<file path="src/design/tssg_pkg.sv">
// Package: shared types and defaults for the triangle span generator.
`timescale 1ns / 1ps
`default_nettype none
package tssg_pkg;
	localparam int TILE_ROWS_DEF = 64;
	localparam int FRAC_BITS_DEF = 16;

	typedef enum logic [1:0] {
		K_POINT,
		K_FLATBOT,
		K_FLATTOP,
		K_SPLIT
	} kind_t;

	typedef struct packed {
		logic [9:0] x1;
		logic [9:0] x2;
		logic [9:0] x3;
		logic [5:0] y1;
		logic [5:0] y2;
		logic [5:0] y3;
		kind_t      kind;
	} tri_t;

	typedef enum logic [3:0] {
		B_IDLE,
		B_POINT,
		B_X4_GO,
		B_X4_WT,
		B_D0_GO,
		B_D0_WT,
		B_D1_GO,
		B_D1_WT,
		B_ROW
	} bstate_t;

	typedef struct packed {
		logic done;
		logic rnz;
	} div_rsp_t;
endpackage
`default_nettype wire

</file>
<file path="src/design/tssg_front.sv">
// Front: row clamp, vertex sort, classification and a two-entry triangle queue.
`timescale 1ns / 1ps
`default_nettype none
module tssg_front import tssg_pkg::*; #(
	parameter int TILE_ROWS = TILE_ROWS_DEF
) (
	input  wire logic       clk,
	input  wire logic       arst_n,
	input  wire logic       in_valid,
	output logic            in_stall,
	input  wire logic [9:0] ax,
	input  wire logic [5:0] ay,
	input  wire logic [9:0] bx,
	input  wire logic [5:0] by,
	input  wire logic [9:0] cx,
	input  wire logic [5:0] cy,
	output logic            q_valid,
	output tri_t            q_data,
	input  wire logic       q_pop
);
	localparam logic [5:0] MAXROW = 6'(TILE_ROWS - 1);

	logic [5:0] ya, yb, yc;
	logic [9:0] sx1, sx2, sx3;
	logic [5:0] sy1, sy2, sy3;
	logic [9:0] tx;
	logic [5:0] ty;
	tri_t       tri_d;
	tri_t       mem_q [2];
	logic       wr_ptr_q, rd_ptr_q;
	logic [1:0] cnt_q;
	logic       push;

	always_comb begin
		tx = '0;
		ty = '0;
		ya = (ay > MAXROW) ? MAXROW : ay;
		yb = (by > MAXROW) ? MAXROW : by;
		yc = (cy > MAXROW) ? MAXROW : cy;
		sx1 = ax; sy1 = ya;
		sx2 = bx; sy2 = yb;
		sx3 = cx; sy3 = yc;
		if (sy1 > sy2) begin
			tx = sx1; sx1 = sx2; sx2 = tx;
			ty = sy1; sy1 = sy2; sy2 = ty;
		end
		if (sy2 > sy3) begin
			tx = sx2; sx2 = sx3; sx3 = tx;
			ty = sy2; sy2 = sy3; sy3 = ty;
		end
		if (sy1 > sy2) begin
			tx = sx1; sx1 = sx2; sx2 = tx;
			ty = sy1; sy1 = sy2; sy2 = ty;
		end
		tri_d.x1 = sx1; tri_d.x2 = sx2; tri_d.x3 = sx3;
		tri_d.y1 = sy1; tri_d.y2 = sy2; tri_d.y3 = sy3;
		if (sy2 == sy3) begin
			tri_d.kind = (sy1 == sy2) ? K_POINT : K_FLATBOT;
		end else begin
			tri_d.kind = (sy1 == sy2) ? K_FLATTOP : K_SPLIT;
		end
	end

	assign in_stall = (cnt_q == 2'd2);
	assign push     = in_valid && !in_stall;
	assign q_valid  = (cnt_q != 2'd0);
	assign q_data   = mem_q[rd_ptr_q];

	always_ff @(posedge clk or negedge arst_n) begin
		if (!arst_n) begin
			wr_ptr_q <= 1'b0;
			rd_ptr_q <= 1'b0;
			cnt_q    <= 2'd0;
		end else begin
			if (push) wr_ptr_q <= !wr_ptr_q;
			if (q_pop) rd_ptr_q <= !rd_ptr_q;
			cnt_q <= cnt_q + 2'(push) - 2'(q_pop);
		end
	end

	always_ff @(posedge clk) begin
		if (push) mem_q[wr_ptr_q] <= tri_d;
	end
endmodule
`default_nettype wire

</file>
<file path="src/design/tssg_div.sv">
// Divider: restoring unsigned division by a 6-bit divisor, one quotient bit per cycle.
`timescale 1ns / 1ps
`default_nettype none
module tssg_div import tssg_pkg::*; #(
	parameter int NUM_W = FRAC_BITS_DEF + 10
) (
	input  wire logic             clk,
	input  wire logic             arst_n,
	input  wire logic             start,
	input  wire logic [NUM_W-1:0] num,
	input  wire logic [5:0]       den,
	output logic      [NUM_W-1:0] quo,
	output div_rsp_t              rsp
);
	localparam int CW = $clog2(NUM_W + 1);

	logic [NUM_W-1:0] num_q;
	logic [5:0]       rem_q, den_q;
	logic [CW-1:0]    cnt_q;
	logic             busy_q, done_q;
	logic [6:0]       t;
	logic             bit_d;
	logic [6:0]       rem_d;

	always_comb begin
		t     = {rem_q, num_q[NUM_W-1]};
		bit_d = (t >= {1'b0, den_q});
		rem_d = bit_d ? (t - {1'b0, den_q}) : t;
	end

	always_ff @(posedge clk or negedge arst_n) begin
		if (!arst_n) begin
			busy_q <= 1'b0;
			done_q <= 1'b0;
			cnt_q  <= '0;
		end else begin
			done_q <= 1'b0;
			if (start) begin
				busy_q <= 1'b1;
				cnt_q  <= CW'(NUM_W);
			end else if (busy_q) begin
				cnt_q <= cnt_q - CW'(1);
				if (cnt_q == CW'(1)) begin
					busy_q <= 1'b0;
					done_q <= 1'b1;
				end
			end
		end
	end

	always_ff @(posedge clk) begin
		if (start) begin
			num_q <= num;
			den_q <= den;
			rem_q <= '0;
		end else if (busy_q) begin
			num_q <= {num_q[NUM_W-2:0], bit_d};
			rem_q <= rem_d[5:0];
		end
	end

	assign quo      = num_q;
	assign rsp.done = done_q;
	assign rsp.rnz  = (rem_q != 6'd0);
endmodule
`default_nettype wire

</file>
<file path="src/design/tssg_back.sv">
// Back: slope setup, edge stepping per scanline and the span output register.
`timescale 1ns / 1ps
`default_nettype none
module tssg_back import tssg_pkg::*; #(
	parameter int FRAC_BITS = FRAC_BITS_DEF
) (
	input  wire logic       clk,
	input  wire logic       arst_n,
	input  wire logic       q_valid,
	input  tri_t            q_data,
	output logic            q_pop,
	output logic            out_valid,
	input  wire logic       out_stall,
	output logic [5:0]      row_y,
	output logic [9:0]      span_left,
	output logic [9:0]      span_right,
	output logic            last_span
);
	localparam int NUM_W = FRAC_BITS + 10;
	localparam int SL_W  = NUM_W + 1;
	localparam int ACC_W = FRAC_BITS + 13;
	localparam logic signed [ACC_W-1:0] HALF = ACC_W'(1) <<< (FRAC_BITS - 1);

	function automatic logic [9:0] pix(input logic signed [ACC_W-1:0] a);
		logic signed [12:0] ip;
		ip = a[ACC_W-1:FRAC_BITS];
		if (ip < 0) return 10'd0;
		if (ip > 13'sd1023) return 10'd1023;
		return ip[9:0];
	endfunction

	bstate_t st_q, st_d;
	tri_t    tri_q;
	logic [9:0]  ex0_q, ex1_q;
	logic signed [10:0] dx0_q, dx1_q;
	logic [5:0]  h_q, ybase_q, k_q;
	logic        lower_q;
	logic signed [SL_W-1:0]  sl0_q, sl1_q;
	logic signed [ACC_W-1:0] acc0_q, acc1_q;
	logic        out_valid_q, last_q;
	logic [5:0]  row_q;
	logic [9:0]  left_q, right_q;

	logic             div_start;
	logic [NUM_W-1:0] div_num, div_quo;
	logic [5:0]       div_den;
	div_rsp_t         div_rsp;

	logic out_load, emit, skip, upper_split, at_end;
	logic signed [10:0] dxs, d31;
	logic [9:0]  absdx;
	logic signed [16:0] prod;
	logic [16:0] prod_mag;
	logic signed [SL_W-1:0] sl;
	logic signed [11:0] x4v;
	logic [9:0]  x4, p0, p1, lo, hi, slo, shi;
	logic [5:0]  row_d;
	logic [9:0]  left_d, right_d;
	logic        last_d;

	tssg_div #(.NUM_W(NUM_W)) u_div (
		.clk    (clk),
		.arst_n (arst_n),
		.start  (div_start),
		.num    (div_num),
		.den    (div_den),
		.quo    (div_quo),
		.rsp    (div_rsp)
	);

	always_comb begin
		d31  = $signed({1'b0, tri_q.x3}) - $signed({1'b0, tri_q.x1});
		prod = $signed({11'b0, tri_q.y2 - tri_q.y1}) * $signed({{6{d31[10]}}, d31});
		prod_mag = prod[16] ? 17'(-prod) : 17'(prod);
		dxs   = (st_q inside {B_D0_GO, B_D0_WT}) ? dx0_q : dx1_q;
		absdx = dxs[10] ? 10'(-dxs) : dxs[9:0];
		if (st_q == B_X4_GO) begin
			div_num = NUM_W'(prod_mag[15:0]);
			div_den = tri_q.y3 - tri_q.y1;
		end else begin
			div_num = {absdx, {FRAC_BITS{1'b0}}};
			div_den = h_q;
		end
		sl = dxs[10] ? -$signed({1'b0, div_quo}) : $signed({1'b0, div_quo});
		if (d31[10]) begin
			x4v = $signed({2'b0, tri_q.x1}) - $signed({1'b0, div_quo[10:0]})
				- $signed({11'b0, div_rsp.rnz});
		end else begin
			x4v = $signed({2'b0, tri_q.x1}) + $signed({1'b0, div_quo[10:0]});
		end
		x4 = x4v[9:0];
		p0 = pix(acc0_q);
		p1 = pix(acc1_q);
		lo = (p0 < p1) ? p0 : p1;
		hi = (p0 < p1) ? p1 : p0;
		slo = (tri_q.x2 < ex1_q) ? tri_q.x2 : ex1_q;
		shi = (tri_q.x2 < ex1_q) ? ex1_q : tri_q.x2;
		if (lo < slo) slo = lo;
		if (hi > shi) shi = hi;
	end

	assign out_load    = !out_valid_q || !out_stall;
	assign upper_split = (tri_q.kind == K_SPLIT) && !lower_q;
	assign at_end      = (k_q == h_q);

	always_comb begin
		st_d = st_q;
		case (st_q)
			B_IDLE: begin
				if (q_valid) begin
					case (q_data.kind)
						K_POINT: st_d = B_POINT;
						K_SPLIT: st_d = B_X4_GO;
						default: st_d = B_D0_GO;
					endcase
				end
			end
			B_POINT: if (out_load) st_d = B_IDLE;
			B_X4_GO: st_d = B_X4_WT;
			B_X4_WT: if (div_rsp.done) st_d = B_D0_GO;
			B_D0_GO: st_d = B_D0_WT;
			B_D0_WT: if (div_rsp.done) st_d = B_D1_GO;
			B_D1_GO: st_d = B_D1_WT;
			B_D1_WT: if (div_rsp.done) st_d = B_ROW;
			B_ROW: begin
				if (emit && at_end) st_d = upper_split ? B_D0_GO : B_IDLE;
			end
			default: st_d = B_IDLE;
		endcase
	end

	always_comb begin
		q_pop     = (st_q == B_IDLE) && q_valid;
		div_start = (st_q inside {B_X4_GO, B_D0_GO, B_D1_GO});
		emit      = 1'b0;
		skip      = 1'b0;
		row_d     = ybase_q + k_q;
		left_d    = lo;
		right_d   = hi;
		last_d    = at_end && !upper_split;
		case (st_q)
			B_POINT: begin
				emit    = out_load;
				row_d   = tri_q.y1;
				left_d  = tri_q.x1;
				right_d = tri_q.x1;
				last_d  = 1'b1;
			end
			B_ROW: begin
				if (lower_q && k_q == 6'd0) begin
					skip = 1'b1;
				end else begin
					emit = out_load;
					if (upper_split && at_end) begin
						left_d  = slo;
						right_d = shi;
					end
				end
			end
			default: ;
		endcase
	end

	always_ff @(posedge clk or negedge arst_n) begin
		if (!arst_n) begin
			st_q        <= B_IDLE;
			out_valid_q <= 1'b0;
		end else begin
			st_q <= st_d;
			if (emit) out_valid_q <= 1'b1;
			else if (!out_stall) out_valid_q <= 1'b0;
		end
	end

	always_ff @(posedge clk) begin
		if (q_pop) begin
			tri_q   <= q_data;
			lower_q <= 1'b0;
			k_q     <= 6'd0;
			ybase_q <= q_data.y1;
			ex0_q   <= q_data.x1;
			case (q_data.kind)
				K_FLATTOP: begin
					dx0_q <= $signed({1'b0, q_data.x3}) - $signed({1'b0, q_data.x1});
					ex1_q <= q_data.x2;
					dx1_q <= $signed({1'b0, q_data.x3}) - $signed({1'b0, q_data.x2});
					h_q   <= q_data.y3 - q_data.y1;
				end
				default: begin
					dx0_q <= $signed({1'b0, q_data.x2}) - $signed({1'b0, q_data.x1});
					ex1_q <= q_data.x1;
					dx1_q <= $signed({1'b0, q_data.x3}) - $signed({1'b0, q_data.x1});
					h_q   <= q_data.y2 - q_data.y1;
				end
			endcase
		end
		if (st_q == B_X4_WT && div_rsp.done) begin
			ex1_q <= x4;
			dx1_q <= $signed({1'b0, x4}) - $signed({1'b0, tri_q.x1});
		end
		if (st_q == B_D0_WT && div_rsp.done) sl0_q <= sl;
		if (st_q == B_D1_WT && div_rsp.done) begin
			sl1_q  <= sl;
			acc0_q <= $signed({3'b000, ex0_q, {FRAC_BITS{1'b0}}}) + HALF;
			if (upper_split)
				acc1_q <= $signed({3'b000, ex0_q, {FRAC_BITS{1'b0}}}) + HALF;
			else
				acc1_q <= $signed({3'b000, ex1_q, {FRAC_BITS{1'b0}}}) + HALF;
			k_q    <= 6'd0;
		end
		if (st_q == B_ROW) begin
			if (skip || (emit && !at_end)) begin
				acc0_q <= acc0_q + {{2{sl0_q[SL_W-1]}}, sl0_q};
				acc1_q <= acc1_q + {{2{sl1_q[SL_W-1]}}, sl1_q};
				k_q    <= k_q + 6'd1;
			end else if (emit && upper_split) begin
				lower_q <= 1'b1;
				ybase_q <= tri_q.y2;
				ex0_q   <= tri_q.x2;
				dx0_q   <= $signed({1'b0, tri_q.x3}) - $signed({1'b0, tri_q.x2});
				dx1_q   <= $signed({1'b0, tri_q.x3}) - $signed({1'b0, ex1_q});
				h_q     <= tri_q.y3 - tri_q.y2;
			end
		end
		if (emit) begin
			row_q   <= row_d;
			left_q  <= left_d;
			right_q <= right_d;
			last_q  <= last_d;
		end
	end

	assign out_valid  = out_valid_q;
	assign row_y      = row_q;
	assign span_left  = left_q;
	assign span_right = right_q;
	assign last_span  = last_q;
endmodule
`default_nettype wire

</file>
<file path="src/design/triangle_scanline_span_generator.sv">
// Top level: triangle scanline span generator, front queue feeding the span back end.
// Setup: the first span waits for two slope divisions on the shared bit-serial divider,
//   a split triangle for one more before them, a point triangle for none.
// Throughput: one span per cycle while rows run and out_stall is low; a split
//   triangle pays two more slope divisions at the middle row.
// Reset: arst_n clears the queue, sequencer and output valid; no clearing pass.
`timescale 1ns / 1ps
`default_nettype none
module triangle_scanline_span_generator import tssg_pkg::*; #(
	parameter int TILE_ROWS = TILE_ROWS_DEF,
	parameter int FRAC_BITS = FRAC_BITS_DEF
) (
	input  wire logic       clk,
	input  wire logic       arst_n,
	input  wire logic       in_valid,
	output logic            in_stall,
	input  wire logic [9:0] ax,
	input  wire logic [5:0] ay,
	input  wire logic [9:0] bx,
	input  wire logic [5:0] by,
	input  wire logic [9:0] cx,
	input  wire logic [5:0] cy,
	output logic            out_valid,
	input  wire logic       out_stall,
	output logic [5:0]      row_y,
	output logic [9:0]      span_left,
	output logic [9:0]      span_right,
	output logic            last_span
);
	logic q_valid, q_pop;
	tri_t q_data;

	tssg_front #(.TILE_ROWS(TILE_ROWS)) u_front (
		.clk      (clk),
		.arst_n   (arst_n),
		.in_valid (in_valid),
		.in_stall (in_stall),
		.ax       (ax),
		.ay       (ay),
		.bx       (bx),
		.by       (by),
		.cx       (cx),
		.cy       (cy),
		.q_valid  (q_valid),
		.q_data   (q_data),
		.q_pop    (q_pop)
	);

	tssg_back #(.FRAC_BITS(FRAC_BITS)) u_back (
		.clk        (clk),
		.arst_n     (arst_n),
		.q_valid    (q_valid),
		.q_data     (q_data),
		.q_pop      (q_pop),
		.out_valid  (out_valid),
		.out_stall  (out_stall),
		.row_y      (row_y),
		.span_left  (span_left),
		.span_right (span_right),
		.last_span  (last_span)
	);
endmodule
`default_nettype wire

</file>
<file path="config.mk">
export PLATFORM = sky130hd
export DESIGN_NAME = triangle_scanline_span_generator
export DESIGN_NICKNAME = d
export VERILOG_FILES = /design/src/design/tssg_pkg.sv /design/src/design/tssg_front.sv /design/src/design/tssg_div.sv /design/src/design/tssg_back.sv /design/src/design/triangle_scanline_span_generator.sv
export SDC_FILE = /design/constraint.sdc
export NUM_CORES = 1
export LEC_CHECK = 0
export BUFFER_PORTS_ARGS = -buffer_cell sky130_fd_sc_hd__buf_2
export CORE_MARGIN = 2
export CORE_UTILIZATION = 30
export CTS_BUF_LIST = sky130_fd_sc_hd__clkbuf_2
export DETAILED_ROUTE_END_ITERATION = 12
export HOLD_SLACK_MARGIN = 0.12
export PLACE_DENSITY = 0.52
export SYNTH_ARGS = -nofsm -noshare
export SYNTH_HDL_FRONTEND = slang
export SYNTH_SLANG_ARGS = --single-unit
</file>
<file path="constraint.sdc">
create_clock -name clk -period 11.45 [get_ports clk]
set_input_delay 1.7175 -clock clk [delete_from_list [all_inputs] [get_ports clk]]
set_output_delay 1.7175 -clock clk [all_outputs]
set_load 0.02 [all_outputs]
</file>
Word-level counts from Yosys, hierarchy flattened
Memory sizes are Yosys's and may differ from the RTL's.
Cells that the tools add are included.
{ "op_classes": {"mul": 1, "reduce_logical": 32, "n_eq_ne": 23, "add_sub_neg": 28, "n_bitwise": 0, "div_mod_pow": 0, "magnitude_cmp": 15, "mux": 122, "n_shift": 0} }
{ "op_table": {"columns": ["operator", "count"], "rows": [
  ["10-bit two-way mux", 33],
  ["29-bit two-way mux", 7],
  ["6-bit two-way mux", 25],
  ["11-bit two-way mux", 12],
  ["26-bit two-way mux", 3],
  ["10-bit by 10-bit subtractor with 11-bit output", 7],
  ["29-bit adder", 2],
  ["26-bit by 16-bit adder with 27-bit output, second input constant", 2],
  ["10-bit one-hot mux with 2 select lines", 2],
  ["4-bit one-hot mux with 9 select lines", 1],
  ["6-bit subtractor", 6],
  ["10-bit < comparator", 3],
  ["27-bit two-way mux", 1],
  ["26-bit negator with 27-bit output", 1],
  ["13-bit by 11-bit > comparator with 1-bit output, second input constant", 2],
  ["13-bit by 1-bit < comparator with 1-bit output, second input constant", 2],
  ["1-bit two-way mux", 25],
  ["4-bit two-way mux", 6],
  ["6-bit equality test", 3],
  ["6-bit > comparator", 3],
  ["6-bit > comparator, second input constant", 3],
  ["7-bit by 11-bit multiplier with 17-bit output", 1],
  ["4-bit by 3-bit equality test with 1-bit output, second input constant", 4],
  ["16-bit two-way mux", 1],
  ["other kinds (34)", 66]
]} }
{ "word_totals": {"memories": 1, "rom_bits": 0, "latch_bits": 0, "word_cells": 256, "ram_bits": 100, "input_bits": 52, "register_bits": 304} }
{ "memory_table": {"columns": ["name", "depth", "word_bits", "rd", "rd_ports_with_merged_regs", "wr", "line", "source"], "rows": [
  ["u_front.mem_q", 2, 50, 1, 0, 1, "tssg_front.sv:29", "tri_t mem_q [2];"]
]} }

Depth between registers and ports, before layout
Gate-level depths: netlist of run 1.
{ "depth": {"word_depth": 12, "depth_mapped": 29} }

Modules after synthesis
A second synthesis of run 1 with hierarchy kept.
{ "hier_totals": {"cells_unflattened": 3223, "area_unflattened_um2": 30063.8} }
{ "by_module_without_submodules": {"columns": ["module", "cells_per_inst", "area_per_inst_um2", "n_inst"], "rows": [
  ["tssg_back", 2565, 22147.5, 1],
  ["tssg_front", 490, 5685.5, 1],
  ["tssg_div", 168, 2230.9, 1]
]} }

Worst setup path before layout of run 1
OpenSTA, ideal clock, no wires.
{ "synth_path": {"path_kind": "input to register", "startpoint": "input port ay[4]", "endpoint": "memory u_front.mem_q[0][1] (netlist name) (data pin)", "path_slack_ns": 4.571, "path_stages": 26, "setup_time_ns": 0.268, "t_arrival_ns": 6.611, "path_cell_list": "clkbuf_1 > ha_1 > and3_1 > o21ai_0 > nand4_1 > o211ai_1 > clkbuf_1 > mux2_2 > ha_1 > a21o_1 > nand2_1 > o211ai_1 > nand2_1 > clkbuf_1 > mux2i_1 > ha_1 > a21o_1 > a21oi_1 > o221ai_1 > and2_0 > mux2i_1 > o22a_1 > o21a_1 > xnor2_1 > nand3_1 > nand3b_1"} }
{ "synth_rtl": {"columns": ["item", "line", "source"], "rows": [
  ["from (decl)", "triangle_scanline_span_generator.sv:18", "input wire logic [5:0] ay,"],
  ["to (decl)", "tssg_front.sv:29", null]
]} }

Worst setup path in the final report of run 1
{ "layout_path": {"startpoint": "register u_back.tri_q[41] (netlist name)", "endpoint": "register u_back.u_div.num_q[8] (netlist: u_back.u_div.quo[8]) (data pin)"} }
{ "layout_between": {"elab_chain_cells": 6} }
{ "layout_rtl": {"columns": ["item", "line", "source"], "rows": [
  ["from (decl)", "tssg_back.sv:33", "tri_t tri_q;"],
  ["from (signal assigned)", "tssg_back.sv:177", "tri_q <= q_data;"],
  ["10-bit by 10-bit subtractor with 11-bit output (*)", "tssg_back.sv:72", "d31 = $signed({1'b0, tri_q.x3}) - $signed({1'b0, tri_q.x1});"],
  ["7-bit by 11-bit multiplier with 17-bit output (*)", "tssg_back.sv:73", "prod = $signed({11'b0, tri_q.y2 - tri_q.y1}) * $signed({{6{d31[10]}}, d31});"],
  ["16-bit negator", "tssg_back.sv:74", "prod_mag = prod[16] ? 17'(-prod) : 17'(prod);"],
  ["16-bit two-way mux (*)", "tssg_back.sv:74", null],
  ["26-bit two-way mux (*)", "tssg_back.sv:77", "if (st_q == B_X4_GO) begin"],
  ["26-bit two-way mux (*)", "tssg_div.sv:52", "if (start) begin"],
  ["to (signal assigned)", "tssg_div.sv:53", "num_q <= num;"],
  ["to (signal assigned)", "tssg_div.sv:57", "num_q <= {num_q[NUM_W-2:0], bit_d};"],
  ["to (decl)", "tssg_div.sv:17", "logic [NUM_W-1:0] num_q;"]
]} }
Mark *: on every way between the ends. The rest lies on a longest branch, timed or not.
A chain may end at the register's enable or synchronous reset.

==> impl_metrics.env, run 1 <==
export IMPL_grt_pass1_wl_um=130000
export IMPL_total_i_o_pin_count=81
export IMPL_fillerInstances=10100
export IMPL_root_buffer="sky130_fd_sc_hd__clkbuf_2"
export IMPL_via_count=23100
export IMPL_post_synth_and_or_nand_nor_area_fraction_pct=13.7
export IMPL_timing_worst_slew_pin_value_ns=1.25
export IMPL_first_global_vias=22500
export IMPL_cts_repair_resized=0
export IMPL_yosysSeqAreaShare_pct=37.2
export IMPL_timing_reg2reg_setup_slack_ns=3.87
export IMPL_design_core_area_mm2=0.0967
export IMPL_post_detailed_route_drc_marker_count=0
export IMPL_dp_hpwl_um=63700
export IMPL_floorplan_initialDensity_pct=30.3
export IMPL_critical_path_startpoint="u_back.tri_q[41]"
export IMPL_postCtsSetupRepairBufs=0
export IMPL_worstSetupEndpoint="u_back.u_div.quo[8]"
export IMPL_initialDrtViolationCount=1380
export IMPL_tns_ns=0
export IMPL_drv_slew=0
export IMPL_worstSetupPathType="reg -> reg"
export IMPL_cts_buffers_inserted=110
export IMPL_fp_dieH_um=316
export IMPL_synth_top_cells_by_area="sky130_fd_sc_hd__edfxtp_1, sky130_fd_sc_hd__ha_1, sky130_fd_sc_hd__dfxtp_1"
export IMPL_finalSetupViolations=0
export IMPL_routedWlPerCell_um=17.9
export IMPL_synth_top_cell_area_share_pct=28.0
export IMPL_endpoints_failing_hold=0
export IMPL_cap_viol_max_count=0
export IMPL_via_per_inst=4.99
export IMPL_cts_max_level=3
export IMPL_grt_util_all_layers_pct=16.6
export IMPL_status="finished, final reports clean"
export IMPL_synth_edff_count=273
export IMPL_crit_path_max_incr_delay_ns=0.54
export IMPL_critPathLaunchType="flop"
export IMPL_synth_main_ff_cell="sky130_fd_sc_hd__edfxtp_1"
export IMPL_achievable_frequency_mhz=132
export IMPL_cp_slowest_cell="sky130_fd_sc_hd__edfxtp_1"
export IMPL_timing_clock_skew_ns=0.128
export IMPL_synth_xor_area_share_pct=6.41
export IMPL_endpoint_kind="flop"
export IMPL_worst_setup_hold_path_clk_slew_ns=0.11
export IMPL_cts_tree="done"
export IMPL_ctsHoldBuffers=0
export IMPL_required_ns=12.29
export IMPL_rsz0062_at_grt="false"
export IMPL_final_net_count=3654
export IMPL_finalCritPeriodShare_pct=66.2
export IMPL_detailedRoute_firstPassIterationCount=5
export IMPL_synthesis_area_per_instance_um2=9.29
export IMPL_synthArstFlopShare_pct=3.96
export IMPL_largest_family_of_logic_cells_by_synthesized_area="compound AO/OA/AOI/OAI gates"
export IMPL_areaGrowthSynthToFinish_pct=9.77
export IMPL_hold_class="in -> async"
export IMPL_synth_largest_area_cell="sky130_fd_sc_hd__edfxtp_1"
export IMPL_gr_total_overflow=0
export IMPL_grt_antenna_before_repair=3
export IMPL_synth_compound_area_share_pct=16.7
export IMPL_timing_critical_path_arrival_ns=8.43
export IMPL_totalWireLength_um=82600
export IMPL_port_buffers=80
export IMPL_clk_insertion_delay_late_ns=1.25
export IMPL_layout_drive_gt1_share_pct=11.0
export IMPL_post_synthesis_share_of_cell_area_spent_on_full_adders_half_adders_and_majority_gates_pct=16.3
export IMPL_crit_path_max_fanout=6
export IMPL_drt_antenna_violating_nets=0
export IMPL_critical_path_reg2reg_startpoint="u_back.tri_q[41]"
export IMPL_design_die_area_mm2=0.100
export IMPL_slew_limit_headroom_pct=16.5
export IMPL_leading_cell_types_in_the_layout_fill_and_taps_excluded="sky130_fd_sc_hd__nor2_1, sky130_fd_sc_hd__ha_1, sky130_fd_sc_hd__inv_1"
export IMPL_final_min_clock_period_ns=7.58
export IMPL_post_synthesis_instance_area_mm2=0.0293
export IMPL_die_w_um=316
export IMPL_maximum_number_of_pins_on_one_net_before_global_route_repair=77
export IMPL_ys_warnings_count=0
export IMPL_synth_net_count=3550
export IMPL_layout_cells_most_common="sky130_fd_sc_hd__nor2_1"
export IMPL_clock_sinks=404
export IMPL_cts_max_path_buffers=3
export IMPL_cells_on_worst_reg2reg_path=28
export IMPL_netlist_cell_type_count=82
export IMPL_cp_common_cell="sky130_fd_sc_hd__inv_1"
export IMPL_synth_seq_cells=404
export IMPL_worst_r2r_endpoint="u_back.u_div.quo[8]"
export IMPL_synthesis_instances=3155
export IMPL_num_rows=114
export IMPL_synthMuxAreaShare_pct=4.64
export IMPL_gpl_final_weighted_congestion=0.878
layout make-up:
class	count	area [µm²]	area share (%)
antenna	3	7.51	0.0233
clock buffer	152	761	2.37
clock inverter	45	277	0.860
inverter	277	1040	3.24
multi-input combinational	2355	16900	52.7
sequential	404	10900	33.9
tap	1276	1600	4.96
timing repair buffer	111	633	1.97
worst max-delay path, delay by kind of cell (launching register included):
| kind | cells | cell delay (ns) |
|---|---|---|
| adder cells (fa/ha/maj) | 6 | 2.65 |
| buffers and inverters | 5 | 0.43 |
| AO/OA/AOI/OAI | 9 | 1.80 |
| XOR/XNOR | 3 | 1.04 |
| AND/OR/NAND/NOR | 5 | 0.71 |
| flip-flops | 1 | 0.54 |
worst min-delay path by stage:
stage / from / to / slack, ns
floorplan: u_back.lower_q / u_back.lower_q / 0.43
global placement: u_back.acc0_q[14] / u_back.acc0_q[14] / 0.45
detailed placement: u_back.acc1_q[0] / u_back.acc1_q[0] / 0.46
CTS: arst_n / u_back.out_valid / 0.30
global route: arst_n / u_back.out_valid / 0.37
finish: arst_n / u_back.out_valid / 0.44
per-layer routing:
layer	share of wire [%]	wire (µm)	GRT usage (%)	vias up
met2	44	36500	26.0	540
met3	4.9	4080	2.84	127
met5	0.017	14	0	-
met1	49	40100	23.4	10900
li1	-	-	-	11500
met4	2.3	1940	4.83	2
flip-flops by register name (all words and copies together), names as in the netlist, 5 cells and up:
| register | cells |
|---|---|
| u_back.dx0_q | 11 |
| u_back.u_div.cnt_q | 5 |
| u_back.acc1_q | 29 |
| u_back.k_q | 6 |
| u_back.h_q | 6 |
| u_back.u_div.rem_q | 6 |
| u_back.sl1_q | 27 |
| u_front.mem_q | 100 |
| u_back.dx1_q | 11 |
| u_back.row_y | 6 |
| u_back.span_left | 10 |
| u_back.span_right | 10 |
| u_back.ybase_q | 6 |
| u_back.u_div.quo | 26 |
| u_back.ex1_q | 10 |
| u_back.ex0_q | 10 |
| u_back.u_div.den_q | 6 |
| u_back.tri_q | 50 |
| u_back.sl0_q | 27 |
| u_back.acc0_q | 29 |
cell families (layout without fill, tap and decap cells):
kind of cell / count (synthesis) / count (layout)
buffers and inverters: 396 / 585
xor gates and xnor gates: 212 / 212
AOI/OAI and AO/OA: 782 / 782
other: 0 / 3
and+or+nand+nor: 888 / 888
muxes: 130 / 130
DFF: 404 / 404
adders and majority gates: 343 / 343
synth_stat cells (all sizes together) (8+ instances only):
cell	n
a211oi	23
a21boi	16
a21o	55
a21oi	187
a22o	12
a311o	11
a31oi	20
and2	13
and3	15
buf	18
clkbuf	101
dfrtp	16
dfxtp	115
edfxtp	273
fa	63
ha	280
inv	275
mux2	46
mux2i	84
nand2	268
nand2b	33
nand3	72
nand4	12
nor2	316
nor2b	36
nor3	54
nor3b	8
nor4	8
o211ai	42
o21a	25
o21ai	242
o21bai	11
o221ai	16
o22ai	35
o31ai	19
or2	12
or3	21
xnor2	123
xor2	88
metrics by stage:
step / instances / setup WS [ns] / hold WS [ns] / util (%) / instance area (µm²)
after global placement: 4423 / 3.84 / 0.449 / 32.2 / 31100
after global routing: 4622 / 3.23 / 0.372 / 33.3 / 32200
after detailed placement: 4423 / 3.71 / 0.458 / 32.2 / 31100
after floorplan: 3155 / 4.57 / 0.425 / - / 29300
after CTS: 4620 / 3.85 / 0.297 / 33.2 / 32200
final: 4623 / 3.87 / 0.440 / 33.3 / 32200
Power of run 1 is left out: the tool's default activity adds up to more than one toggle a clock period on the data nets, which glitch-free logic cannot reach.
==> run 2: changes to the inputs <==
==> constraint.sdc (replaced) <==
create_clock -name clk -period 7.3 [get_ports clk]
set_input_delay 1.095 -clock clk [delete_from_list [all_inputs] [get_ports clk]]
set_output_delay 1.095 -clock clk [all_outputs]
set_load 0.02 [all_outputs]
==> run 2 against run 1 <==
Hold slack got worse by 0.13 ns; sequential share of layout area shrank 0.21 points; sequential cell count stayed put; via count decreased by 0.26%; cell count increased by 0.43%; largest cell class unchanged; die area unchanged; setup slack got worse by 3.4 ns; critical path depth unchanged; maximum frequency increased by 10%; final area rose by 0.62%.
==> impl_metrics.env, run 2 (synthesized netlist as in run 1, its figures left out) <==
export IMPL_leading_cell_types_in_the_layout_fill_and_taps_excluded="sky130_fd_sc_hd__nor2_1, sky130_fd_sc_hd__ha_1, sky130_fd_sc_hd__inv_1, sky130_fd_sc_hd__edfxtp_1, sky130_fd_sc_hd__nand2_1"
export IMPL_floorplan_initialDensity_pct=30.3
export IMPL_cp_num_buf_inv=6
export IMPL_first_global_vias=22500
export IMPL_cts_max_path_buffers=3
export IMPL_worst_setup_hold_path_clk_slew_ns=0.11
export IMPL_timing_worst_slew_pin_value_ns=1.16
export IMPL_grt_util_all_layers_pct=16.5
export IMPL_timing_critical_path_arrival_ns=7.79
export IMPL_post_layout_nonfiller_instances=4643
export IMPL_tns_ns=0
export IMPL_post_detailed_route_drc_marker_count=0
export IMPL_maximum_number_of_pins_on_one_net_before_global_route_repair=72
export IMPL_dpl_instance_area_mm2=0.0312
export IMPL_cts_tree="done"
export IMPL_via_count=23000
export IMPL_dp_hpwl_um=63600
export IMPL_final_net_count=3671
export IMPL_num_rows=114
export IMPL_cp_common_cell="sky130_fd_sc_hd__inv_1"
export IMPL_finalCritPeriodShare_pct=94.2
export IMPL_areaGrowthSynthToFinish_pct=10.5
export IMPL_fin_area_mm2=0.0324
export IMPL_final_min_clock_period_ns=6.88
export IMPL_largestRegisters="u_front.mem_q (100), u_back.tri_q (50)"
export IMPL_endpoint_kind="flop"
export IMPL_routedWlPerCell_um=17.8
export IMPL_crit_path_max_fanout=5
export IMPL_cts_max_level=3
export IMPL_cts_buffers_inserted=109
export IMPL_via_per_inst=4.95
export IMPL_design_die_area_mm2=0.100
export IMPL_layout_drive_gt1_share_pct=11.8
export IMPL_critPathTopFamily="adder cells"
export IMPL_placed_cells=4439
export IMPL_cp_slowest_cell="sky130_fd_sc_hd__fa_1"
export IMPL_totalWireLength_um=82500
export IMPL_drv_slew=0
export IMPL_design_core_area_mm2=0.0967
export IMPL_root_buffer="sky130_fd_sc_hd__clkbuf_2"
export IMPL_drt_antenna_violating_nets=0
export IMPL_clock_sinks=404
export IMPL_grt_pass1_wl_um=129000
export IMPL_status="finished, final reports clean"
export IMPL_gpl_final_weighted_congestion=0.864
export IMPL_finalSetupViolations=0
export IMPL_largest_reg_flops=100
export IMPL_detailedRoute_firstPassIterationCount=5
export IMPL_initialDrtViolationCount=1531
export IMPL_port_buffers=80
export IMPL_timing_clock_skew_ns=0.123
export IMPL_max_flop_register="u_front.mem_q"
export IMPL_required_ns=8.21
export IMPL_cap_viol_max_count=0
export IMPL_die_w_um=316
export IMPL_crit_path_max_incr_delay_ns=0.52
export IMPL_achievable_frequency_mhz=145
export IMPL_fp_dieH_um=316
export IMPL_slew_limit_headroom_pct=22.5
export IMPL_clk_insertion_delay_late_ns=1.24
export IMPL_endpoints_failing_hold=0
export IMPL_total_i_o_pin_count=81
export IMPL_worstSetupPathType="reg -> reg"
export IMPL_layout_cells_most_common="sky130_fd_sc_hd__nor2_1"
export IMPL_critPathLaunchType="flop"
export IMPL_grt_antenna_before_repair=1
export IMPL_hold_class="in -> reg"
export IMPL_gr_total_overflow=0
run 2: final timing paths:
check	startpoint	to	slack, ns	depth (start not counted)
min in group asynchronous	arst_n	u_front.cnt_q[1]	0.38	2
max in group asynchronous	arst_n	u_front.rd_ptr_q	6.43	2
worst min-delay path	cx[4]	u_front.mem_q[0][24]	0.31	3
worst max register to register	u_back.tri_q[20]	u_back.u_div.quo[15]	0.42	28
worst max-delay path	u_back.tri_q[20]	u_back.u_div.quo[15]	0.42	28
worst min register to register	u_back.acc0_q[14]	u_back.acc0_q[14]	0.47	2
run 2: final cells by class:
class                   instances  area [µm²]
clock inverters                36         209
diodes                          2        5.00
flip-flops and latches        404       10900
fillers                     10200       64400
repair buffers                129         771
clock buffers                 164         821
well taps                    1276        1600
multi-input cells            2355       17000
inverters                     277        1040
run 2: layer usage:
layer | track usage, % | routed length, µm
met1 | 23.2 | 40300
met2 | 26.0 | 36700
met3 | 2.80 | 3670
met4 | 4.53 | 1810
met5 | 0 | 0
run 2: timing repair:
action,in CTS,in global routing
hold buffers,1,0
gates resized for setup,0,12
setup buffers,0,1
setup endpoints to repair,0,15
endpoints found under the hold margin,16,0
run 2: worst register-to-register path, delay by kind of cell (launching register included):
| family | cells | cell delay [ns] |
|---|---|---|
| adder cells (fa/ha/maj) | 7 | 2.99 |
| AND/OR/NAND/NOR | 7 | 1.43 |
| AO/OA/AOI/OAI | 5 | 0.81 |
| XOR/XNOR | 3 | 0.58 |
| flip-flops | 1 | 0.37 |
| buffers and inverters | 6 | 0.35 |
run 2: per-stage QoR:
step | setup slack, ns | hold WS (ns) | util [%]
floorplan | 0.545 | 0.425 | -
global placement | 0.309 | 0.449 | 32.3
detailed placement | 0.170 | 0.450 | 32.3
CTS | 0.0937 | 0.126 | 33.4
global route | -0.0157 | 0.177 | 33.5
finish | 0.423 | 0.311 | 33.5
Power of run 2 is left out for the same reason.
==> run 3: changes to the inputs <==
--- a/config.mk
+++ b/config.mk
@@ -8,10 +8,11 @@
 export BUFFER_PORTS_ARGS = -buffer_cell sky130_fd_sc_hd__buf_2
 export CORE_MARGIN = 2
 export CORE_UTILIZATION = 30
-export CTS_BUF_LIST = sky130_fd_sc_hd__clkbuf_2
+export CTS_BUF_LIST = sky130_fd_sc_hd__clkbuf_16
 export DETAILED_ROUTE_END_ITERATION = 12
 export HOLD_SLACK_MARGIN = 0.12
 export PLACE_DENSITY = 0.52
 export SYNTH_ARGS = -nofsm -noshare
 export SYNTH_HDL_FRONTEND = slang
 export SYNTH_SLANG_ARGS = --single-unit
+export TNS_END_PERCENT = 5
==> run 3 against run 2 <==
Non-clock buffer count is 1 higher; cell count fell by 2.4%; first-iteration DRC count up 1.4%; wire length is 0.24% lower; hold slack gained 0.15 ns; die area unchanged; core utilization up 0.66 points; clock-buffer cell count shrank 114; final area up 2.0%; global-route usage shrank 0.16 points; critical path depth did not move; setup slack gained 0.018 ns; critical endpoint unchanged; largest cell class unchanged; highest routed layer unchanged.
==> impl_metrics.env, run 3 (synthesized netlist as in run 1, its figures left out) <==
export IMPL_status="finished, final reports clean"
export IMPL_maximum_number_of_pins_on_one_net_before_global_route_repair=72
export IMPL_cp_slowest_cell="sky130_fd_sc_hd__fa_1"
export IMPL_layout_cells_most_common="sky130_fd_sc_hd__nor2_1"
export IMPL_timing_worst_slew_pin_value_ns=1.17
export IMPL_worst_setup_hold_path_clk_slew_ns=0.07
export IMPL_globalRoute_busiestLayer="met2"
export IMPL_critical_path_reg2reg_startpoint="u_back.tri_q[41]"
export IMPL_fp_dieH_um=316
export IMPL_timing_reg2reg_setup_slack_ns=0.44
export IMPL_post_detailed_route_drc_marker_count=0
export IMPL_min_delay_start="u_back.acc0_q[14]"
export IMPL_final_min_clock_period_ns=6.86
export IMPL_grt_util_all_layers_pct=16.3
export IMPL_final_net_count=3611
export IMPL_drt_antenna_violating_nets=0
export IMPL_totalWireLength_um=82300
export IMPL_areaGrowthSynthToFinish_pct=12.6
export IMPL_grt_pass1_wl_um=129000
export IMPL_cap_viol_max_count=0
export IMPL_total_i_o_pin_count=81
export IMPL_port_buffers=80
export IMPL_grt_util_met2_pct=25.9
export IMPL_seqCellArea_mm2=0.0109
export IMPL_cts_max_level=2
export IMPL_critPathLaunchType="flop"
export IMPL_first_global_vias=22000
export IMPL_worst_r2r_endpoint="u_back.u_div.quo[15]"
export IMPL_gpl_final_weighted_congestion=0.864
export IMPL_worst_hold_path_num_cells=2
export IMPL_final_setup_worst_slack_ns=0.441
export IMPL_clk_insertion_delay_late_ns=0.61
export IMPL_detailedPlace_worstSlack_ns=0.170
export IMPL_dp_hpwl_um=63600
export IMPL_fin_area_mm2=0.0330
export IMPL_design_core_area_mm2=0.0967
export IMPL_routedWlPerCell_um=18.2
export IMPL_hold_class="reg -> reg"
export IMPL_multi_input_area_mm2=0.0170
export IMPL_leading_cell_types_in_the_layout_fill_and_taps_excluded="sky130_fd_sc_hd__nor2_1, sky130_fd_sc_hd__inv_1, sky130_fd_sc_hd__ha_1"
export IMPL_timing_critical_path_arrival_ns=7.14
export IMPL_finalSetupViolations=0
export IMPL_ctsHoldBuffers=0
export IMPL_largest_reg_flops=100
export IMPL_drv_slew=0
export IMPL_max_flop_register="u_front.mem_q"
export IMPL_num_antenna_cells=0
export IMPL_die_w_um=316
export IMPL_cp_common_cell="sky130_fd_sc_hd__fa_1"
export IMPL_endpoints_failing_hold=0
export IMPL_global_route_usage_met3_pct=1.95
export IMPL_grt_antenna_before_repair=0
export IMPL_worstSetupPathType="reg -> reg"
export IMPL_via_per_inst=4.99
export IMPL_required_ns=7.58
export IMPL_root_buffer="sky130_fd_sc_hd__clkbuf_16"
export IMPL_num_rows=114
export IMPL_crit_path_max_incr_delay_ns=0.55
export IMPL_timing_clock_skew_ns=0.0409
export IMPL_crit_path_max_fanout=5
export IMPL_via_count=22600
export IMPL_design_die_area_mm2=0.100
export IMPL_holdWs_ns=0.460
export IMPL_endpoint_kind="flop"
export IMPL_final_util_pct=34.1
export IMPL_cells_on_worst_reg2reg_path=28
export IMPL_layout_drive_gt1_share_pct=9.00
export IMPL_largestRegisters="u_front.mem_q (100), u_back.tri_q (50)"
export IMPL_hold_end="u_back.acc0_q[14]"
export IMPL_gr_total_overflow=0
export IMPL_cts_max_path_buffers=3
export IMPL_cts_tree="done"
export IMPL_dpl_instance_area_mm2=0.0312
export IMPL_floorplan_initialDensity_pct=30.3
export IMPL_detailedRoute_firstPassIterationCount=5
export IMPL_cts_buffers_inserted=48
export IMPL_finalCritPeriodShare_pct=94.0
export IMPL_global_route_usage_met1_pct=23.5
export IMPL_fillerInstances=10000
export IMPL_slew_limit_headroom_pct=21.7
export IMPL_initialDrtViolationCount=1553
export IMPL_achievable_frequency_mhz=146
export IMPL_clock_sinks=404
[run 3: cell types whose count changed in the layout (fill, tap and decap cells not counted), sizes merged]
cell	before	now
inv	278	285
dlygate4sd3	1	0
clkinv	31	20
bufinv	2	9
clkbuf	164	50
diode	2	0
clkinvlp	2	3
buf	128	130
[run 3: metal layers]
layer	vias to the layer above	routed length, µm	part of all wire (%)
li1	11400	-	-
met1	10800	40700	50
met2	394	36400	44
met3	100	3180	3.9
met4	0	1940	2.4
met5	-	0	0
[run 3: cell type report]
class                   count  area share (%)
clock inverters            40            1.29
repair buffers            130            2.35
flip-flops and latches    404            33.0
inverters                 277            3.16
clock buffers              50            3.79
multi-input cells        2355            51.5
well taps                1276            4.84
[run 3: how the worst max path moves through the flow]
| stage | slack, ns | end | start | cells past startpoint |
|---|---|---|---|---|
| after floorplan | 0.55 | u_back.u_div.quo[15] | u_back.tri_q[41] | 28 |
| after global placement | 0.31 | u_back.u_div.quo[8] | u_back.tri_q[20] | 28 |
| after detailed placement | 0.17 | u_back.u_div.quo[8] | u_back.tri_q[41] | 27 |
| after CTS | 0.11 | u_back.u_div.quo[8] | u_back.tri_q[41] | 28 |
| after global routing | -0.02 | u_back.u_div.quo[11] | u_back.tri_q[41] | 28 |
| final | 0.44 | u_back.u_div.quo[15] | u_back.tri_q[41] | 28 |
[run 3: critical path: cells and delay by family (launching register included)]
kind	cells	cell delay (ns)
and+or+nand+nor	6	1.26
AOI/OAI and AO/OA	11	1.75
adders and majority gates	6	2.58
xor gates and xnor gates	2	0.32
DFF	1	0.40
buffers and inverters	3	0.22
[run 3: what timing repair did]
item	in CTS	in global routing
buffers inserted	0	3
endpoints found under the setup margin	0	15
gates resized for setup	0	11
[run 3: per-stage QoR]
| stage | std cells | TNS [ns] |
|---|---|---|
| after CTS | 4529 | 0 |
| after floorplan | 3155 | 0 |
| after global routing | 4532 | -0.0181 |
| final | 4532 | 0 |
| after detailed placement | 4439 | 0 |
| after global placement | 4439 | 0 |
Power of run 3 is left out for the same reason.
